## src/design/sfm_pkg.sv

```systemverilog
`default_nettype none
// ----------------------------------------------------------------------------
// sfm_pkg: shared types, constants and helpers for substring first match
// character width, config register codes and case-folded compare
// ----------------------------------------------------------------------------
package sfm_pkg;

    localparam int PATTERN_MAX_DEF = 8;
    localparam int TEXT_MAX_DEF    = 65536;
    localparam int CHAR_BITS_DEF   = 16;

    // fixed field widths of the ports
    localparam int FIELD_W   = 16;
    localparam int CFG_W     = 64;
    localparam int CFG_IDX_W = 2;
    localparam int LEN_REG_W = 4;

    // ascii letter bounds
    localparam logic [FIELD_W-1:0] ASCII_UPPER_A = 16'h0041;
    localparam logic [FIELD_W-1:0] ASCII_UPPER_Z = 16'h005a;
    localparam logic [FIELD_W-1:0] ASCII_LOWER_A = 16'h0061;
    localparam logic [FIELD_W-1:0] ASCII_LOWER_Z = 16'h007a;

    typedef enum logic [CFG_IDX_W-1:0] {
        CFG_PATTERN_LOW  = 2'd0,
        CFG_PATTERN_HIGH = 2'd1,
        CFG_PATTERN_LEN  = 2'd2,
        CFG_IGNORE_CASE  = 2'd3
    } t_cfg_idx;

    // control handed from the top level to every cell
    typedef struct packed {
        logic shift;
        logic ignore_case;
    } t_cell_ctrl;

    function automatic logic [FIELD_W-1:0] fold_char(input logic [FIELD_W-1:0] c);
        logic [FIELD_W-1:0] res;
        res = c;
        if (c >= ASCII_UPPER_A && c <= ASCII_UPPER_Z) begin
            res = c - ASCII_UPPER_A + ASCII_LOWER_A;
        end
        return res;
    endfunction

    function automatic logic chars_equal(input logic [FIELD_W-1:0] a,
                                         input logic [FIELD_W-1:0] b,
                                         input logic               fold);
        logic eq;
        if (fold) begin
            eq = (fold_char(a) == fold_char(b));
        end else begin
            eq = (a == b);
        end
        return eq;
    endfunction

endpackage
`default_nettype wire

```

## src/design/sfm_cell.sv

```systemverilog
`default_nettype none
// ----------------------------------------------------------------------------
// sfm_cell: one window cell
// holds one earlier character, passes it on, compares it with its pattern char
// ----------------------------------------------------------------------------
module sfm_cell #(
    parameter int PATTERN_MAX = sfm_pkg::PATTERN_MAX_DEF,
    parameter int CHAR_BITS   = sfm_pkg::CHAR_BITS_DEF,
    parameter int CELL_IDX    = 0,
    localparam int LEN_W      = $clog2(PATTERN_MAX + 1),
    localparam int IDX_W      = (PATTERN_MAX > 1) ? $clog2(PATTERN_MAX) : 1
) (
    input  wire                                  i_clk,
    input  wire sfm_pkg::t_cell_ctrl             i_ctrl,
    input  wire [CHAR_BITS-1:0]                  i_char,
    input  wire [PATTERN_MAX-1:0][CHAR_BITS-1:0] i_pattern,
    input  wire [LEN_W-1:0]                      i_len,
    output logic [CHAR_BITS-1:0]                 o_char,
    output logic                                 o_hit
);

    // cell k lines up with pattern char len-2-k; unused when len < k+2
    localparam logic [LEN_W-1:0] NEED = LEN_W'(CELL_IDX + 2);

    logic [CHAR_BITS-1:0] r_char;
    logic [IDX_W-1:0]     w_sel;

    always_ff @(posedge i_clk) begin
        if (i_ctrl.shift) begin
            r_char <= i_char;
        end
    end

    always_comb begin
        w_sel = IDX_W'(i_len - NEED);
        o_hit = 1'b1;
        if (i_len >= NEED) begin
            o_hit = sfm_pkg::chars_equal(sfm_pkg::FIELD_W'(r_char),
                                         sfm_pkg::FIELD_W'(i_pattern[w_sel]),
                                         i_ctrl.ignore_case);
        end
    end

    assign o_char = r_char;

endmodule
`default_nettype wire

```

## src/design/substring_first_match_top.sv

```systemverilog
`default_nettype none
// ----------------------------------------------------------------------------
// substring_first_match_top: streaming first-occurrence substring search
// compares a window of recent characters with a pattern of up to eight chars
// ----------------------------------------------------------------------------
// usage
//   input channel: one text character per transfer, last_char marks the end
//   of a text. output channel: one transfer per text, sent after its final
//   character, with found, the start index of the first match and overflow.
//   config port: write pattern words, length and case folding while idle.
// throughput
//   one character per cycle while input ready holds (see stall). the result
//   is registered as the final character is taken. the compare window is a
//   row of PATTERN_MAX-1 cells that shift on each input transfer within the
//   text limit and all compare in the same cycle, so it never limits rate.
// reset
//   clears config to zero pattern, length one, exact compare, and clears the
//   stream counters and the pending result
// stall
//   while a result waits and the receiver holds off, a new character is still
//   taken unless it would produce a second result; then input ready drops
// ----------------------------------------------------------------------------
module substring_first_match_top #(
    parameter int PATTERN_MAX = sfm_pkg::PATTERN_MAX_DEF,
    parameter int TEXT_MAX    = sfm_pkg::TEXT_MAX_DEF,
    parameter int CHAR_BITS   = sfm_pkg::CHAR_BITS_DEF
) (
    input  wire                            i_clk,
    input  wire                            i_rst_n,
    // input channel
    input  wire                            i_in_valid,
    output logic                           o_in_ready,
    input  wire [sfm_pkg::FIELD_W-1:0]     i_text_char,
    input  wire                            i_last_char,
    // output channel
    output logic                           o_out_valid,
    input  wire                            i_out_ready,
    output logic                           o_found,
    output logic [sfm_pkg::FIELD_W-1:0]    o_match_index,
    output logic                           o_overflow,
    // config port
    input  wire                            i_cfg_wr_en,
    input  wire [sfm_pkg::CFG_IDX_W-1:0]   i_cfg_index,
    input  wire [sfm_pkg::CFG_W-1:0]       i_cfg_data
);

    localparam int LEN_W = $clog2(PATTERN_MAX + 1);
    localparam int IDX_W = (PATTERN_MAX > 1) ? $clog2(PATTERN_MAX) : 1;
    localparam int POS_W = $clog2(TEXT_MAX + 1);
    localparam int FW    = sfm_pkg::FIELD_W;
    localparam logic [POS_W-1:0] POS_LIMIT = POS_W'(TEXT_MAX);

    // config registers
    logic [sfm_pkg::CFG_W-1:0]     r_pat_low;
    logic [sfm_pkg::CFG_W-1:0]     r_pat_high;
    logic [sfm_pkg::LEN_REG_W-1:0] r_pat_len;
    logic                          r_ignore_case;

    // stream state
    logic [POS_W-1:0] r_pos,         n_pos;
    logic             r_match_seen,  n_match_seen;
    logic [FW-1:0]    r_first_start, n_first_start;
    logic             r_exceeded,    n_exceeded;

    // result register
    logic          r_out_valid;
    logic          r_found;
    logic [FW-1:0] r_match_index;
    logic          r_overflow;

    logic                                  w_in_xfer;
    logic                                  w_in_range;
    logic                                  w_enough;
    logic                                  w_hit_now;
    logic [LEN_W-1:0]                      w_len;
    logic [PATTERN_MAX-1:0][CHAR_BITS-1:0] w_pattern;
    logic [PATTERN_MAX-1:0]                w_hit;
    logic [CHAR_BITS-1:0]                  w_link [PATTERN_MAX];
    logic [POS_W:0]                        w_start;
    sfm_pkg::t_cell_ctrl                   w_ctrl;

    // ---------------- config port ----------------
    always_ff @(posedge i_clk) begin
        if (!i_rst_n) begin
            r_pat_low     <= '0;
            r_pat_high    <= '0;
            r_pat_len     <= sfm_pkg::LEN_REG_W'(1);
            r_ignore_case <= 1'b0;
        end else if (i_cfg_wr_en) begin
            unique case (sfm_pkg::t_cfg_idx'(i_cfg_index))
                sfm_pkg::CFG_PATTERN_LOW:  r_pat_low     <= i_cfg_data;
                sfm_pkg::CFG_PATTERN_HIGH: r_pat_high    <= i_cfg_data;
                sfm_pkg::CFG_PATTERN_LEN:  r_pat_len     <= i_cfg_data[sfm_pkg::LEN_REG_W-1:0];
                sfm_pkg::CFG_IGNORE_CASE:  r_ignore_case <= i_cfg_data[0];
                default: ;
            endcase
        end
    end

    // effective length: zero acts as one, large values clip to the window
    always_comb begin
        priority if (r_pat_len == '0) begin
            w_len = LEN_W'(1);
        end else if (r_pat_len > sfm_pkg::LEN_REG_W'(PATTERN_MAX)) begin
            w_len = LEN_W'(PATTERN_MAX);
        end else begin
            w_len = LEN_W'(r_pat_len);
        end
    end

    // unpack pattern chars, four per config word
    always_comb begin
        for (int k = 0; k < PATTERN_MAX; k++) begin
            if (k < 4) begin
                w_pattern[k] = r_pat_low[k*FW +: CHAR_BITS];
            end else begin
                w_pattern[k] = r_pat_high[(k-4)*FW +: CHAR_BITS];
            end
        end
    end

    // ---------------- handshake ----------------
    // a new final character needs the result register free (or leaving)
    assign o_in_ready = !r_out_valid || i_out_ready || !i_last_char;
    assign w_in_xfer  = i_in_valid && o_in_ready;

    assign w_in_range    = (r_pos < POS_LIMIT);
    assign w_ctrl.shift       = w_in_xfer && w_in_range;
    assign w_ctrl.ignore_case = r_ignore_case;

    // ---------------- cell row ----------------
    // link 0 is the arriving char; cell k holds the char k+1 places back
    assign w_link[0] = i_text_char[CHAR_BITS-1:0];

    // the arriving char lines up with the last pattern char
    assign w_hit[PATTERN_MAX-1] = sfm_pkg::chars_equal(
        FW'(i_text_char[CHAR_BITS-1:0]),
        FW'(w_pattern[IDX_W'(w_len - LEN_W'(1))]),
        r_ignore_case);

    for (genvar g = 0; g < PATTERN_MAX - 1; g++) begin : g_cell
        sfm_cell #(
            .PATTERN_MAX (PATTERN_MAX),
            .CHAR_BITS   (CHAR_BITS),
            .CELL_IDX    (g)
        ) u_cell (
            .i_clk     (i_clk),
            .i_ctrl    (w_ctrl),
            .i_char    (w_link[g]),
            .i_pattern (w_pattern),
            .i_len     (w_len),
            .o_char    (w_link[g+1]),
            .o_hit     (w_hit[g])
        );
    end

    // ---------------- match tracking ----------------
    // enough chars seen once pos+1 >= len
    assign w_enough  = ((POS_W+1)'(r_pos) + (POS_W+1)'(1)) >= (POS_W+1)'(w_len);
    assign w_hit_now = w_in_range && !r_match_seen && w_enough && (&w_hit);
    assign w_start   = (POS_W+1)'(r_pos) + (POS_W+1)'(1) - (POS_W+1)'(w_len);

    always_comb begin
        n_pos         = w_in_range ? r_pos + POS_W'(1) : r_pos;
        n_match_seen  = r_match_seen || w_hit_now;
        n_first_start = w_hit_now ? FW'(w_start) : r_first_start;
        n_exceeded    = r_exceeded || !w_in_range;
    end

    always_ff @(posedge i_clk) begin
        if (!i_rst_n) begin
            r_pos         <= '0;
            r_match_seen  <= 1'b0;
            r_first_start <= '0;
            r_exceeded    <= 1'b0;
        end else if (w_in_xfer) begin
            if (i_last_char) begin
                // end of text: back to a clean stream
                r_pos         <= '0;
                r_match_seen  <= 1'b0;
                r_first_start <= '0;
                r_exceeded    <= 1'b0;
            end else begin
                r_pos         <= n_pos;
                r_match_seen  <= n_match_seen;
                r_first_start <= n_first_start;
                r_exceeded    <= n_exceeded;
            end
        end
    end

    // ---------------- result register ----------------
    always_ff @(posedge i_clk) begin
        if (!i_rst_n) begin
            r_out_valid <= 1'b0;
        end else if (w_in_xfer && i_last_char) begin
            r_out_valid <= 1'b1;
        end else if (i_out_ready) begin
            r_out_valid <= 1'b0;
        end
    end

    always_ff @(posedge i_clk) begin
        if (w_in_xfer && i_last_char) begin
            r_found       <= n_match_seen;
            r_match_index <= n_match_seen ? n_first_start : '0;
            r_overflow    <= n_exceeded;
        end
    end

    assign o_out_valid   = r_out_valid;
    assign o_found       = r_found;
    assign o_match_index = r_match_index;
    assign o_overflow    = r_overflow;

    // ---------------- assertions ----------------
    a_last_gives_result: assert property (@(posedge i_clk) disable iff (!i_rst_n)
        (w_in_xfer && i_last_char) |=> o_out_valid)
        else $error("final char transfer did not raise a result");

    a_index_zero_when_absent: assert property (@(posedge i_clk) disable iff (!i_rst_n)
        (o_out_valid && !o_found) |-> (o_match_index == '0))
        else $error("match index nonzero without a match");

    a_stream_cleared: assert property (@(posedge i_clk) disable iff (!i_rst_n)
        (w_in_xfer && i_last_char) |=> (r_pos == '0 && !r_match_seen && !r_exceeded))
        else $error("stream state not cleared after final char");

    a_pos_bounded: assert property (@(posedge i_clk) disable iff (!i_rst_n)
        r_pos <= POS_LIMIT)
        else $error("position ran past the text limit");

    a_match_drops_at_end: assert property (@(posedge i_clk) disable iff (!i_rst_n)
        $fell(r_match_seen) |-> ($past(w_in_xfer && i_last_char) || $past(!i_rst_n)))
        else $error("match flag dropped inside a text");

endmodule
`default_nettype wire
```

## config.mk

```make
export PLATFORM = sky130hd
export DESIGN_NAME = substring_first_match_top
export DESIGN_NICKNAME = d
export VERILOG_FILES = /design/src/design/sfm_pkg.sv /design/src/design/sfm_cell.sv /design/src/design/substring_first_match_top.sv
export SDC_FILE = /design/constraint.sdc
export NUM_CORES = 1
export LEC_CHECK = 0
export BUFFER_PORTS_ARGS = -buffer_cell sky130_fd_sc_hd__buf_2
export CAP_MARGIN = 10
export CORE_MARGIN = 5
export CORE_UTILIZATION = 40
export CTS_BUF_LIST = sky130_fd_sc_hd__clkbuf_16
export CTS_CLUSTER_DIAMETER = 120
export DETAILED_ROUTE_END_ITERATION = 10
export GPL_TIMING_DRIVEN = 0
export PLACE_DENSITY_LB_ADDON = 0.2
export SYNTH_ARGS = -nofsm -noshare
export SYNTH_HDL_FRONTEND = slang
export SYNTH_SLANG_ARGS = --single-unit
export TNS_END_PERCENT = 10
```

## constraint.sdc

```tcl
create_clock -name i_clk -period 6.1 [get_ports i_clk]
set_clock_uncertainty 0.15 [all_clocks]
set_input_delay 0.305 -clock i_clk [delete_from_list [all_inputs] [get_ports i_clk]]
set_output_delay 0.305 -clock i_clk [all_outputs]
set_load 0.1 [all_outputs]
```

==> impl_metrics.ini <==
[run_status]
outcome = finished clean

[setup_path]
path_class = flop to flop
crit_buf_inv = 3
cp_common_cell = a211o_1
crit_family = simple AND/OR/NAND/NOR gates
cpPeakStageDelay_ps = 870
required_ps = 6450
cp_max_fo = 10
arrival_ps = 6340
crit_path_cell_trace = buf_4 > nor3b_1 > clkbuf_1 > a211o_1 > xnor2_1 > nor4_1 > nand4_1 > o41ai_1 > o311ai_1 > a41o_1 > a211o_1 > or4_4 > buf_2 > or4_1 > nand3_1
critPathCaptureType = flop
cp_slowest_cell = nor3b_1
worstSetupStartpointType = flop

[global_route]
grtUsageTotal_pct = 39.2
use_met2_pct = 60.5
grt_pass1_wl_um = 168000
overflow = 0
grt_pass1_vias = 22297
grt_max_degree = 36
grt_use_met1_pct = 49.3
antenna_found_initial = 6
gr-usage-met3_pct = 12.1
grt-busiest-layer = met2

[logic_synthesis]
ys_warn_count = 0
synth_edf_count = 130
synthTopCellsByArea = edfxtp_1, dfxtp_1, nand4_1
ys_ff_latch = 299
syn_area_mm2 = 0.0215
synth.avg_cell_area_um2 = 8.46
synth_nets = 2660
synth_top_cell_by_area = edfxtp_1
async_flop_share_pct = 0
ys_types = 101
yosysSeqAreaShare_pct = 33.8
syn_inst = 2545
synth_flop_cell = dfxtp_1
synth_top_area_share_pct = 18.1

[drt]
viasPerCell = 6.75
drtIter0Drc = 2873
drt-total-wl_um = 121000
vias = 23956
first_pass_iters = 7
drc = 0
ant_nets = 0
wl_per_cell_um = 34.2

[place]
dpl.hpwl_um = 95700
gp_congestion = 1.13
portBuffers = 107

[floorplan]
die_h_um = 242
core_mm2 = 0.0536
start_util_pct = 40.2
die_w_um = 242
ios = 108
dieArea_mm2 = 0.0586
rows = 85

[finish]
syn2layout_area_growth_pct = 19.8
layout-drive-gt1-share_pct = 16.0
final_cell_mix = nand2_1, nand4_1, a21oi_1
nNetsFinal = 2931
nFillCells = 5266
final_common_cell = nand2_1

[power_and_ir_drop]
power_density_mw_per_mm2 = 227
ir_drop_uv = 246
finalPower_mw = 5.85
leakagePower_nw = 9.15

[timing]
period_minus_slack_ps = 5990
fin_tns_setup_ps = 0
slew_headroom_pct = 11.2
finalMaxSlewViolations = 0
fmax_mhz = 167
holdWs_ps = 92.4
setup_viol_count_final = 0
hold_viol = 0
tightestPinTransition_ps = 1330
fin_crit_sh_pct = 98.1

[clocking]
clock_path_buffers = 3
cts_buffers = 35
htreeDepth = 2
cts-root-buf = clkbuf_16
cts_tree = done
clk_latency_ps = 570
numClockSinks = 299
cts.clk_slew.worst_paths_ps = 60

[worst_hold_path]
hold_path_class = input pin to flop

[job]
drv_cap = 0
[per-layer routing]
metal / vias up / share of wire [%] / routed length, um
li1: 10163 / - / -
met3: 446 / 11 / 13300
met1: 11768 / 39 / 47100
met5: - / 0.069 / 84
met4: 6 / 6.9 / 8310
met2: 1573 / 43 / 52500
[report_power, final]
part | leakage [nW] | switching, mW | internal, mW
logic | 5.93 | 0.904 | 0.519
registers | 2.64 | 0.172 | 2.18
clock network | 0.584 | 0.916 | 1.16
[worst reg2reg max path: stages, from the launching register on]
cell      delay, ps
dfxtp_1         300
buf_4           160
nor3b_1         870
clkbuf_1        710
a211o_1         420
xnor2_1         110
nor4_1          280
nand4_1         140
o41ai_1         580
o311ai_1        280
a41o_1          290
a211o_1         250
or4_4           570
buf_2           200
or4_1           520
nand3_1          90
[flip-flops by register name (all words and copies together), names as in the netlist]
signal / flops
g_cell.u_cell.o_char: 112
r_pat_high: 64
r_pat_low: 64
r_pos: 17
o_match_index: 16
r_first_start: 16
r_pat_len: 4
o_found: 1
o_out_valid: 1
o_overflow: 1
r_exceeded: 1
r_ignore_case: 1
r_match_seen: 1
[path summary, 6_finish.rpt]
check	from	to	slack (ps)	cells after the start
setup reg to reg	r_pat_len[2]	r_first_start[2]	110	15
hold / removal	i_last_char	r_first_start[6]	90	4
hold reg to reg	r_exceeded	r_exceeded	330	2
setup / recovery	r_pat_len[2]	r_first_start[2]	110	15
[logic make-up (layout without fill, tap and decap cells)]
logic type	count (synthesis)	after routing	share of synthesized area [%]
compound gates	559	559	16.6
xor+xnor	181	181	7.48
fa+ha+maj	27	27	1.60
buf+inv	225	523	4.71
flops	299	299	33.8
mux	139	139	8.58
other cells	0	8	0
simple gates	1115	1115	27.2
[synth_stat cells, drive strengths merged (33+ instances only)]
master / count
a31oi: 34
xor2: 83
mux2i: 71
a21oi: 187
buf: 84
nor3: 43
and2: 68
o21ai: 117
mux2: 35
clkbuf: 99
nand2: 354
xnor2: 98
nand4: 227
nand3: 106
dfxtp: 169
edfxtp: 130
mux4: 33
nor2: 111
o22ai: 35
inv: 39
[final cells by class]
type	instances	area [um2]	share of cell area [%]
Antenna cell	8	20.0	0.0776
Buffer	179	1020	3.94
Clock buffer	37	926	3.59
Clock inverter	27	185	0.718
Inverter	42	163	0.630
Multi-Input combinational cell	2021	13500	52.4
Sequential cell	299	7290	28.2
Tap cell	696	871	3.37
Timing Repair Buffer	238	1810	7.03
[through the flow]
stage / std cells / worst slack (ps) / instance area (um2) / utilization, %
after floorplan: 2545 / 561 / 21500 / -
after global placement: 3348 / -2450 / 22900 / 42.8
after detailed placement: 3352 / -2590 / 23000 / 43.0
after CTS: 3521 / -1.65 / 25500 / 47.6
after global routing: 3539 / -28.0 / 25800 / 48.1
final: 3547 / 114 / 25800 / 48.1
[repair_timing]
action | CTS | global route
setup buffers | 23 | 20
setup endpoints to repair | 34 | 26
hold buffers | 83 | 0
hold endpoints to repair | 150 | 0
resized for setup | 106 | 42
pin swaps | 17 | 8
Power figures use the tool's default switching activity.
